<file path="config.mk">
export PLATFORM = sky130hd
export DESIGN_NAME = hmi_response_deframer
export DESIGN_NICKNAME = d
export VERILOG_FILES = /design/src/rtl/hrd_pkg.sv /design/src/rtl/hrd_front.sv /design/src/rtl/hrd_queue.sv /design/src/rtl/hrd_back.sv /design/src/rtl/hmi_response_deframer.sv
export SDC_FILE = /design/constraint.sdc
export NUM_CORES = 1
export LEC_CHECK = 0
export BUFFER_PORTS_ARGS = -buffer_cell sky130_fd_sc_hd__buf_4
export CAP_MARGIN = 20
export CORE_ASPECT_RATIO = 1.5
export CORE_MARGIN = 2
export CORE_UTILIZATION = 50
export CTS_CLUSTER_DIAMETER = 30
export DETAILED_ROUTE_END_ITERATION = 8
export GPL_ROUTABILITY_DRIVEN = 0
export GPL_TIMING_DRIVEN = 0
export PLACE_DENSITY = 0.7
export SLEW_MARGIN = 20
export SYNTH_ARGS = -nofsm -noshare
export SYNTH_HDL_FRONTEND = slang
export SYNTH_SLANG_ARGS = --single-unit
</file>
<file path="constraint.sdc">
create_clock -name clock -period 17 [get_ports clock]
set_input_delay 1.7 -clock clock [delete_from_list [all_inputs] [get_ports clock]]
set_output_delay 1.7 -clock clock [all_outputs]
set_load 0.01 [all_outputs]
</file>
<file path="src/rtl/hrd_pkg.sv">
`default_nettype none
// ----------------------------------------------------------------------------
// hrd_pkg: shared types and constants of the response deframer
// Action, phase, result kind and status codes, the frame bytes, and the
// result bundle that the front hands to the back through the queue.
// ----------------------------------------------------------------------------
package hrd_pkg;

   // Payload buffer limit and queue depth
   localparam int MaxPayload = 64;
   localparam int QueueDepth = 2;

   // Frame marker bytes
   localparam logic [7:0] HeaderByte = 8'hAA;
   localparam logic [7:0] MarkerByte = 8'h3C;

   // Timer saturation value
   localparam logic [15:0] TickMax = 16'hFFFF;

   // Configuration register indexes
   localparam logic CsrByteTimeout  = 1'b0;
   localparam logic CsrFrameTimeout = 1'b1;

   typedef enum logic [1:0] {
      ACT_BYTE = 2'd0,
      ACT_TICK = 2'd1,
      ACT_ARM  = 2'd2
   } action_type;

   typedef enum logic [3:0] {
      PH_IDLE    = 4'd0,
      PH_HEAD    = 4'd1,
      PH_CMD     = 4'd2,
      PH_FIXBODY = 4'd3,
      PH_FIXTAIL = 4'd4,
      PH_VARBODY = 4'd5,
      PH_RESYNC  = 4'd6,
      PH_DRAIN   = 4'd7
   } phase_type;

   typedef enum logic [1:0] {
      KIND_PAYLOAD = 2'd0,
      KIND_DONE    = 2'd1,
      KIND_FAIL    = 2'd2
   } kind_type;

   typedef enum logic [2:0] {
      ST_OK             = 3'd0,
      ST_BYTE_TIMEOUT   = 3'd1,
      ST_FRAME_TIMEOUT  = 3'd2,
      ST_BAD_TAIL       = 3'd3,
      ST_RESYNC_TIMEOUT = 3'd4
   } status_type;

   // All results caused by one item
   typedef struct packed {
      kind_type    kind;
      status_type  status;
      logic [2:0]  count;     // number of results, 1 to 4
      logic [1:0]  tail_len;  // broken tail prefix flushed ahead of rx
      logic [7:0]  rx;
      logic [6:0]  base;      // payload count before the first result
      logic        ovf;
      logic [63:0] value;
   } bundle_type;

   // Tail sequence CC 33 C3 3C
   function automatic logic [7:0] tail_byte(input logic [1:0] idx);
      logic [7:0] b;
      case (idx)
         2'd0:    b = 8'hCC;
         2'd1:    b = 8'h33;
         2'd2:    b = 8'hC3;
         default: b = 8'h3C;
      endcase
      return b;
   endfunction

endpackage
`default_nettype wire

</file>
<file path="src/rtl/hrd_front.sv">
`default_nettype none
// ----------------------------------------------------------------------------
// hrd_front: frame state machine
// Accepts items, tracks header, command, body and tail, runs the byte and
// frame timers, and pushes one result bundle per item that causes results.
// ----------------------------------------------------------------------------
module hrd_front import hrd_pkg::*; (
   input  wire logic        clock,
   input  wire logic        reset,
   input  wire logic        csr_write_enable,
   input  wire logic        csr_index,
   input  wire logic [15:0] csr_write_data,
   input  wire logic        req_valid,
   output logic             req_ready,
   input  wire logic [1:0]  req_action,
   input  wire logic [7:0]  req_rx_byte,
   input  wire logic [7:0]  req_expected_command,
   input  wire logic [3:0]  req_fixed_length,
   input  wire logic        queue_full,
   output logic             push,
   output bundle_type       push_data
);

   localparam logic [6:0] MaxCount = 7'(MaxPayload);

   phase_type   phase_ff, phase_in;
   logic [1:0]  tail_ff, tail_in;
   logic [7:0]  cmd_ff, cmd_in;
   logic [3:0]  len_ff, len_in;
   logic [6:0]  seen_ff, seen_in;
   logic [63:0] value_ff, value_in;
   logic [15:0] idle_ff, idle_in;
   logic [15:0] frame_ff, frame_in;
   logic        ovf_ff, ovf_in;
   logic [15:0] byte_to_ff, frame_to_ff;

   logic        fire;
   logic [15:0] idle_sat, frame_sat;
   logic [2:0]  want;
   logic [6:0]  room;
   logic [2:0]  emit_n;

   assign req_ready = !queue_full;
   assign fire      = req_valid && req_ready;

   // Configuration registers
   always_ff @(posedge clock) begin
      if (reset) begin
         byte_to_ff  <= 16'd100;
         frame_to_ff <= 16'd900;
      end else if (csr_write_enable) begin
         if (csr_index == CsrByteTimeout) byte_to_ff <= csr_write_data;
         if (csr_index == CsrFrameTimeout) frame_to_ff <= csr_write_data;
      end
   end

   // State registers
   always_ff @(posedge clock) begin
      if (reset) begin
         phase_ff <= PH_IDLE;
         tail_ff  <= '0;
         cmd_ff   <= '0;
         len_ff   <= '0;
         seen_ff  <= '0;
         value_ff <= '0;
         idle_ff  <= '0;
         frame_ff <= '0;
         ovf_ff   <= 1'b0;
      end else begin
         phase_ff <= phase_in;
         tail_ff  <= tail_in;
         cmd_ff   <= cmd_in;
         len_ff   <= len_in;
         seen_ff  <= seen_in;
         value_ff <= value_in;
         idle_ff  <= idle_in;
         frame_ff <= frame_in;
         ovf_ff   <= ovf_in;
      end
   end

   // Saturating timer steps and broken-tail flush sizing
   assign idle_sat  = (idle_ff == TickMax) ? idle_ff : idle_ff + 16'd1;
   assign frame_sat = (frame_ff == TickMax) ? frame_ff : frame_ff + 16'd1;
   assign want      = {1'b0, tail_ff} + 3'd1;
   assign room      = MaxCount - seen_ff;
   assign emit_n    = ({4'b0, want} <= room) ? want : room[2:0];

   // Next state and result bundle
   always_comb begin
      phase_in = phase_ff;
      tail_in  = tail_ff;
      cmd_in   = cmd_ff;
      len_in   = len_ff;
      seen_in  = seen_ff;
      value_in = value_ff;
      idle_in  = idle_ff;
      frame_in = frame_ff;
      ovf_in   = ovf_ff;

      push               = 1'b0;
      push_data.kind     = KIND_FAIL;
      push_data.status   = ST_OK;
      push_data.count    = 3'd1;
      push_data.tail_len = 2'd0;
      push_data.rx       = req_rx_byte;
      push_data.base     = seen_ff;
      push_data.ovf      = ovf_ff;
      push_data.value    = '0;

      if (fire) begin
         case (req_action)
            ACT_BYTE: begin
               case (phase_ff)
                  PH_HEAD: begin
                     idle_in  = '0;
                     phase_in = (req_rx_byte == HeaderByte) ? PH_CMD : PH_RESYNC;
                  end
                  PH_CMD: begin
                     idle_in = '0;
                     if (req_rx_byte == cmd_ff) begin
                        frame_in = '0;
                        tail_in  = '0;
                        phase_in = (len_ff == 4'd0) ? PH_VARBODY : PH_FIXBODY;
                     end else begin
                        phase_in = PH_RESYNC;
                     end
                  end
                  PH_RESYNC: begin
                     if (req_rx_byte == MarkerByte) begin
                        phase_in = PH_HEAD;
                        idle_in  = '0;
                     end
                  end
                  PH_FIXBODY: begin
                     idle_in  = '0;
                     value_in = {value_ff[55:0], req_rx_byte};
                     seen_in  = seen_ff + 7'd1;
                     if (seen_ff + 7'd1 >= {3'b0, len_ff}) begin
                        phase_in = PH_FIXTAIL;
                        tail_in  = '0;
                     end
                  end
                  PH_FIXTAIL: begin
                     idle_in = '0;
                     push    = 1'b1;
                     if (req_rx_byte == tail_byte(tail_ff)) begin
                        if (tail_ff == 2'd3) begin
                           push_data.kind  = KIND_DONE;
                           push_data.value = value_ff;
                           phase_in        = PH_IDLE;
                        end else begin
                           push    = 1'b0;
                           tail_in = tail_ff + 2'd1;
                        end
                     end else begin
                        push_data.status = ST_BAD_TAIL;
                        phase_in = (req_rx_byte == MarkerByte) ? PH_IDLE : PH_DRAIN;
                     end
                  end
                  PH_VARBODY: begin
                     idle_in = '0;
                     if (req_rx_byte == tail_byte(tail_ff)) begin
                        if (tail_ff == 2'd3) begin
                           push           = 1'b1;
                           push_data.kind = KIND_DONE;
                           phase_in       = PH_IDLE;
                        end else begin
                           tail_in = tail_ff + 2'd1;
                        end
                     end else begin
                        // Flush the broken tail prefix and this byte as payload
                        push               = (emit_n != 3'd0);
                        push_data.kind     = KIND_PAYLOAD;
                        push_data.count    = emit_n;
                        push_data.tail_len = tail_ff;
                        seen_in            = seen_ff + {4'b0, emit_n};
                        if (emit_n != want) ovf_in = 1'b1;
                        tail_in = '0;
                     end
                  end
                  PH_DRAIN: begin
                     if (req_rx_byte == MarkerByte) phase_in = PH_IDLE;
                  end
                  default: begin
                  end
               endcase
            end
            ACT_TICK: begin
               if (phase_ff != PH_IDLE) begin
                  idle_in = idle_sat;
                  if (phase_ff == PH_VARBODY) frame_in = frame_sat;
                  if (phase_ff == PH_VARBODY && frame_sat > frame_to_ff) begin
                     push             = 1'b1;
                     push_data.status = ST_FRAME_TIMEOUT;
                     phase_in         = PH_IDLE;
                  end else if (idle_sat > byte_to_ff) begin
                     phase_in = PH_IDLE;
                     if (phase_ff != PH_DRAIN) begin
                        push             = 1'b1;
                        push_data.status = (phase_ff == PH_RESYNC) ? ST_RESYNC_TIMEOUT
                                                                   : ST_BYTE_TIMEOUT;
                     end
                  end
               end
            end
            ACT_ARM: begin
               cmd_in   = req_expected_command;
               len_in   = (req_fixed_length > 4'd8) ? 4'd8 : req_fixed_length;
               phase_in = PH_HEAD;
               tail_in  = '0;
               seen_in  = '0;
               value_in = '0;
               idle_in  = '0;
               frame_in = '0;
               ovf_in   = 1'b0;
            end
            default: begin
            end
         endcase
      end
   end

endmodule
`default_nettype wire

</file>
<file path="src/rtl/hrd_queue.sv">
`default_nettype none
// ----------------------------------------------------------------------------
// hrd_queue: bundle queue between front and back
// Two-entry register queue; the head entry is read in place by the back.
// ----------------------------------------------------------------------------
module hrd_queue import hrd_pkg::*; (
   input  wire logic       clock,
   input  wire logic       reset,
   input  wire logic       push,
   input  wire bundle_type push_data,
   input  wire logic       pop,
   output logic            full,
   output logic            empty,
   output bundle_type      head
);

   localparam int PtrW = $clog2(QueueDepth);
   localparam int CntW = $clog2(QueueDepth + 1);
   localparam logic [CntW-1:0] DepthCount = CntW'(QueueDepth);

   bundle_type             mem_ff [QueueDepth];
   logic [PtrW-1:0]        wr_ff, wr_in;
   logic [PtrW-1:0]        rd_ff, rd_in;
   logic [CntW-1:0]        cnt_ff, cnt_in;

   assign full  = (cnt_ff == DepthCount);
   assign empty = (cnt_ff == '0);
   assign head  = mem_ff[rd_ff];

   // Advance pointers and count
   always_comb begin
      wr_in  = push ? ((wr_ff == PtrW'(QueueDepth - 1)) ? '0 : wr_ff + 1'b1) : wr_ff;
      rd_in  = pop  ? ((rd_ff == PtrW'(QueueDepth - 1)) ? '0 : rd_ff + 1'b1) : rd_ff;
      cnt_in = cnt_ff + CntW'(push) - CntW'(pop);
   end

   always_ff @(posedge clock) begin
      if (reset) begin
         wr_ff  <= '0;
         rd_ff  <= '0;
         cnt_ff <= '0;
      end else begin
         wr_ff  <= wr_in;
         rd_ff  <= rd_in;
         cnt_ff <= cnt_in;
      end
   end

   // Store entries
   always_ff @(posedge clock) begin
      if (push) mem_ff[wr_ff] <= push_data;
   end

   a_no_overrun: assert property (@(posedge clock) disable iff (reset)
      push |-> !full) else $error("push into full queue");
   a_no_underrun: assert property (@(posedge clock) disable iff (reset)
      pop |-> !empty) else $error("pop from empty queue");
   a_count_bound: assert property (@(posedge clock) disable iff (reset)
      cnt_ff <= DepthCount) else $error("queue count out of range");
   a_head_count: assert property (@(posedge clock) disable iff (reset)
      !empty |-> (head.count != 3'd0 && head.count <= 3'd4))
      else $error("queued bundle holds no result");

endmodule
`default_nettype wire

</file>
<file path="src/rtl/hrd_back.sv">
`default_nettype none
// ----------------------------------------------------------------------------
// hrd_back: result sequencer
// Walks the head bundle one result item per handshake and pops it after
// its final result.
// ----------------------------------------------------------------------------
module hrd_back import hrd_pkg::*; (
   input  wire logic        clock,
   input  wire logic        reset,
   input  wire logic        empty,
   input  wire bundle_type  head,
   output logic             pop,
   output logic             rsp_valid,
   input  wire logic        rsp_ready,
   output logic [1:0]       rsp_out_kind,
   output logic [7:0]       rsp_payload_byte,
   output logic [2:0]       rsp_status,
   output logic [6:0]       rsp_payload_count,
   output logic [63:0]      rsp_value,
   output logic             rsp_overflow,
   output logic             rsp_last
);

   logic [1:0] idx_ff, idx_in;
   logic       is_last;
   logic       take;

   assign rsp_valid = !empty;
   assign take      = rsp_valid && rsp_ready;
   assign is_last   = ({1'b0, idx_ff} == head.count - 3'd1);
   assign pop       = take && is_last;

   // Advance within the bundle, restart on pop
   always_comb begin
      idx_in = idx_ff;
      if (take) idx_in = is_last ? 2'd0 : idx_ff + 2'd1;
   end

   always_ff @(posedge clock) begin
      if (reset) idx_ff <= '0;
      else idx_ff <= idx_in;
   end

   // Form the current result item
   always_comb begin
      rsp_out_kind      = head.kind;
      rsp_status        = head.status;
      rsp_value         = head.value;
      rsp_overflow      = head.ovf;
      rsp_last          = is_last;
      rsp_payload_byte  = 8'd0;
      rsp_payload_count = head.base;
      if (head.kind == KIND_PAYLOAD) begin
         rsp_payload_byte  = (idx_ff < head.tail_len) ? tail_byte(idx_ff) : head.rx;
         rsp_payload_count = head.base + {5'b0, idx_ff} + 7'd1;
      end
   end

endmodule
`default_nettype wire

</file>
<file path="src/rtl/hmi_response_deframer.sv">
`default_nettype none
// Results: an item's bundle is registered in a 2-bundle queue before its first
// result is offered. Throughput: one item per cycle while the queue is not full;
// an item with k results (at most 4, a flushed broken tail) takes k handshakes.
// Items that cause no result never occupy the result side.
// Reset: synchronous, active high; idles the frame logic, empties the queue and
// loads the byte and frame timeouts with 100 and 900 ticks.
// ----------------------------------------------------------------------------
// hmi_response_deframer: display response frame receiver
// Front state machine, bundle queue and result sequencer.
// ----------------------------------------------------------------------------
module hmi_response_deframer import hrd_pkg::*; (
   input  wire logic        clock,
   input  wire logic        reset,
   input  wire logic        csr_write_enable,
   input  wire logic        csr_index,
   input  wire logic [15:0] csr_write_data,
   input  wire logic        req_valid,
   output logic             req_ready,
   input  wire logic [1:0]  req_action,
   input  wire logic [7:0]  req_rx_byte,
   input  wire logic [7:0]  req_expected_command,
   input  wire logic [3:0]  req_fixed_length,
   output logic             rsp_valid,
   input  wire logic        rsp_ready,
   output logic [1:0]       rsp_out_kind,
   output logic [7:0]       rsp_payload_byte,
   output logic [2:0]       rsp_status,
   output logic [6:0]       rsp_payload_count,
   output logic [63:0]      rsp_value,
   output logic             rsp_overflow,
   output logic             rsp_last
);

   logic       push, pop, full, empty;
   bundle_type push_data, head;

   hrd_front u_front (
      .clock                (clock),
      .reset                (reset),
      .csr_write_enable     (csr_write_enable),
      .csr_index            (csr_index),
      .csr_write_data       (csr_write_data),
      .req_valid            (req_valid),
      .req_ready            (req_ready),
      .req_action           (req_action),
      .req_rx_byte          (req_rx_byte),
      .req_expected_command (req_expected_command),
      .req_fixed_length     (req_fixed_length),
      .queue_full           (full),
      .push                 (push),
      .push_data            (push_data)
   );

   hrd_queue u_queue (
      .clock     (clock),
      .reset     (reset),
      .push      (push),
      .push_data (push_data),
      .pop       (pop),
      .full      (full),
      .empty     (empty),
      .head      (head)
   );

   hrd_back u_back (
      .clock             (clock),
      .reset             (reset),
      .empty             (empty),
      .head              (head),
      .pop               (pop),
      .rsp_valid         (rsp_valid),
      .rsp_ready         (rsp_ready),
      .rsp_out_kind      (rsp_out_kind),
      .rsp_payload_byte  (rsp_payload_byte),
      .rsp_status        (rsp_status),
      .rsp_payload_count (rsp_payload_count),
      .rsp_value         (rsp_value),
      .rsp_overflow      (rsp_overflow),
      .rsp_last          (rsp_last)
   );

endmodule
`default_nettype wire
</file>
==> results.yml <==
critical_path:
  crit_path_cell_trace: "clkbuf_1 > buf_2 > buf_1 > buf_2 > mux2i_1 > ha_1 > o21ai_0 > nand2b_1 > clkbuf_1 > o21ai_0 > a21oi_1 > buf_4"
  max_stage_delay_ns: 0.66
  worstSetupStartpointType: "flop"
  cp.arrival_ns: 4.30
  reg_to_reg_start: "u_front.frame_ff[0]"
  rr_worst_depth: 18
  cp.required_ns: 15.30
  timing.critical_path.slowest_stage_cell: "sky130_fd_sc_hd__buf_1"
  worstPathMaxFanout: 10
  cp_top_family: "buffers and inverters"
  setup.worst_path.class: "flop to output port"
  timing.critical_path.to_type: "output port"
  cp_bufs_invs: 6
  r2r_end: "u_queue.mem_ff[1][69]"
  timing.reg2reg.setup_slack_ns: 11.81
timing:
  finalCritPeriodShare_pct: 35.3
  final_max_slew_viol_count: 0
  setup_slack_ns: 11.00
  clock-skew-final_ns: 0.0204
  worst_slew_margin_rel_pct: 35.0
  rsz_0062_raised_after_global_routing: "false"
  timing_hold_violations_final: 0
  max_freq_mhz: 167
  fin_crit_ns: 6.00
  hold_ws_ns: 0.450
  total_negative_slack_ns: 0
  setup_viol: 0
  worst_pin_slew_ns: 0.969
synthesis:
  synth_cell_type_count: 73
  synth_enable_flop_cells: 180
  synth.ff_latch_count: 341
  synth.avg_cell_area_um2: 10.3
  yosysSeqAreaShare_pct: 53.0
  synth_area_leaders: "sky130_fd_sc_hd__edfxtp_1 33%, sky130_fd_sc_hd__dfxtp_1 20%, sky130_fd_sc_hd__a21oi_1 5.6%"
  synthesis.yosys.warnings: 0
  ys_dominant_reg_cell: "sky130_fd_sc_hd__edfxtp_1"
  postSynthNetCount: 1692
  cells_after_synth: 1581
  synthesis.area_um2: 16300
  synth_top_area_share_pct: 33.2
  yosysTopAreaCell: "sky130_fd_sc_hd__edfxtp_1"
  synthArstFlopShare_pct: 0
layout:
  num-nets-final: 1877
  cell_area_after_layout_um2: 19600
  area.growth.synth_to_final_pct: 20.4
  final_layout_size_suffix_gt1_share_pct: 18.0
  antenna_cells: 0
place:
  io_buffer_count: 130
  place_area_um2: 18000
  placement.setup.worst_slack_ns: 11.58
  detailedPlacementHpwl_um: 31000
global_route:
  grt_max_degree: 24
  grt_overflow: 0
  number_of_antenna_violations_at_the_first_check_in_global_routing: 0
  gr-usage-all-layers_pct: 24.4
  grt_first_pass_wirelength_um: 64700
  number_of_global_route_vias_before_repair: 12411
die:
  floorplan.die.height_um: 225
  floorplan.die_area_um2: 34000
  placementRows: 80
  die_width_um: 151
  fp.coreArea_um2: 31900
  initial_cell_density_of_the_core_pct: 51.0
  design.portCount: 132
clock_tree:
  clkTransAtPathRegs_ns: 0.06
  cts-buffers-inserted: 45
  ctsLongestPathBuffers: 3
  worst_skew_pair.late_latency_ns: 0.55
  tritoncts: "done"
  cts-resized-gates: 0
  clock_tree.htree_level_count: 2
  clockRootBuffer: "sky130_fd_sc_hd__clkbuf_16"
  cts.repair_timing.setup_buffer_count: 0
  clkSinkCount: 341
  post_cts_hold_buffer_count: 0
route:
  detail_route.first_pass.iterations: 5
  routed-via-count: 12571
  detail_route.wirelength_um: 41700
  route.detailed.wl_per_inst_um: 18.8
  routed_via_density: 5.68
  detail-route-antenna-nets: 0
  post-route-drc-count: 0
  initial_drc_count: 732
job:
  max_cap_viol_count: 0
power_and_ir_drop:
  vdd.ir_drop.worst_uv: 75.9
  power_density_nw_per_um2: 99.4
  power_leakage_nw: 7.38
  power_w: 0.00195
min_path:
  holdPathStages: 2
  hold_path_end: "u_front.value_ff[58]"
  hold_start: "u_front.value_ff[58]"
  min-delay-path-class: "flop to flop"
run_status:
  status: "finished, final reports clean"
## logic make-up after synthesis
| family | count (synthesis) | synth area share, % |
|---|---|---|
| mux | 106 | 7.20 |
| compound gates | 295 | 10.6 |
| buf+inv | 153 | 3.62 |
| fa+ha+maj | 67 | 5.24 |
| simple gates | 571 | 17.8 |
| flops | 341 | 53.0 |
| xor+xnor | 48 | 2.58 |
## state kept, by name, summed over array words and instances, names as in the netlist, named ones only
register             flops
u_queue.wr_ff            1
u_front.tail_ff          2
u_queue.rd_ff            1
u_front.byte_to_ff      16
u_front.frame_to_ff     16
u_front.idle_ff         16
u_front.value_ff        64
u_front.frame_ff        16
u_front.phase_ff         4
u_front.len_ff           4
u_queue.mem_ff         180
u_front.cmd_ff           8
u_front.ovf_ff           1
u_back.idx_ff            2
u_front.seen_ff          7
u_queue.cnt_ff           2
## area by class of cell
| cell class | count | area [µm²] |
|---|---|---|
| clock inverter | 26 | 323 |
| multi-input combinational | 1087 | 7080 |
| fill | 2698 | 12300 |
| clock buffer | 58 | 1290 |
| tap | 410 | 513 |
| inverter | 63 | 236 |
| buffer | 90 | 353 |
| timing repair buffer | 138 | 1180 |
| sequential | 341 | 8630 |
## stage by stage
stage                     util [%]  cells
after floorplan                  -   1581
after global placement        55.6   2121
after detailed placement      56.3   2129
after CTS                     61.4   2213
after global routing          61.4   2213
final                         61.4   2213
## tightest hold or removal path, cell delays in order (launching register included)
cell,delay [ns]
sky130_fd_sc_hd__dfxtp_1,0.30
sky130_fd_sc_hd__nand2_1,0.05
sky130_fd_sc_hd__a21oi_1,0.05
## worst max path at each step
stage	start	to	slack [ns]	depth (start not counted)
after floorplan	u_front.frame_ff[0]	u_queue.mem_ff[1][0]	9.36	15
after global placement	u_front.frame_ff[0]	u_queue.mem_ff[1][53]	6.51	15
after detailed placement	flop	rsp_payload_byte[0]	11.58	12
after CTS	flop	rsp_payload_byte[7]	10.96	12
after global routing	flop	rsp_payload_byte[7]	10.77	12
final	flop	rsp_payload_byte[0]	11.00	12
## cells in the mapped netlist (4+ instances only)
library cell	n
sky130_fd_sc_hd__ha_1	65
sky130_fd_sc_hd__a22oi_1	4
sky130_fd_sc_hd__nor3b_1	7
sky130_fd_sc_hd__and3_1	12
sky130_fd_sc_hd__nor4_1	4
sky130_fd_sc_hd__nand2b_1	15
sky130_fd_sc_hd__nand3_1	113
sky130_fd_sc_hd__xnor2_1	21
sky130_fd_sc_hd__and4_1	6
sky130_fd_sc_hd__a21boi_0	4
sky130_fd_sc_hd__mux2i_1	22
sky130_fd_sc_hd__nand3b_1	6
sky130_fd_sc_hd__nand4_1	12
sky130_fd_sc_hd__nor2_1	56
sky130_fd_sc_hd__buf_2	12
sky130_fd_sc_hd__mux2_2	79
sky130_fd_sc_hd__and2_1	74
sky130_fd_sc_hd__o21ai_0	36
sky130_fd_sc_hd__o31ai_1	5
sky130_fd_sc_hd__inv_1	61
sky130_fd_sc_hd__a211oi_1	4
sky130_fd_sc_hd__edfxtp_1	180
sky130_fd_sc_hd__xor2_1	27
sky130_fd_sc_hd__nor2b_1	16
sky130_fd_sc_hd__o211ai_1	12
sky130_fd_sc_hd__nor3_1	20
sky130_fd_sc_hd__or3_1	11
sky130_fd_sc_hd__a21oi_1	182
sky130_fd_sc_hd__o21a_1	9
sky130_fd_sc_hd__dfxtp_1	161
sky130_fd_sc_hd__buf_1	8
sky130_fd_sc_hd__clkbuf_1	70
sky130_fd_sc_hd__a21o_1	8
sky130_fd_sc_hd__nand2_1	195
## routing by layer
metal / vias to the layer above / share of wire (%) / track usage, %
li1: 6029 / - / -
met1: 6071 / 38 / 27.4
met2: 357 / 53 / 45.1
met3: 114 / 5.8 / 4.07
met4: 0 / 3.9 / 9.98
met5: - / 0 / 0
## report_power, final
group	internal [W]	switching (W)
Sequential	0.000867	0.00000429
Combinational	0.0000305	0.0000607
Clock	0.000620	0.000367
## cells in the final DEF (no fill, tap or decap), drive strengths merged, types with 4 or more instances in the layout
cell / count
nand2: 195
a21oi: 182
edfxtp: 180
dfxtp: 161
buf: 158
clkbuf: 128
nand3: 115
mux2: 83
and2: 74
inv: 69
ha: 65
nor2: 56
o21ai: 39
xor2: 27
mux2i: 23
xnor2: 21
nor3: 21
nor2b: 16
nand2b: 15
nand4: 12
and3: 12
o211ai: 12
clkinv: 12
or3: 11
o21a: 9
a21o: 8
nor3b: 7
nor4: 7
and4: 6
nand3b: 6
o31ai: 5
bufinv: 5
a211oi: 5
a21boi: 4
a22oi: 4
or2: 4
No activity file was read; power rests on OpenSTA's default activity.
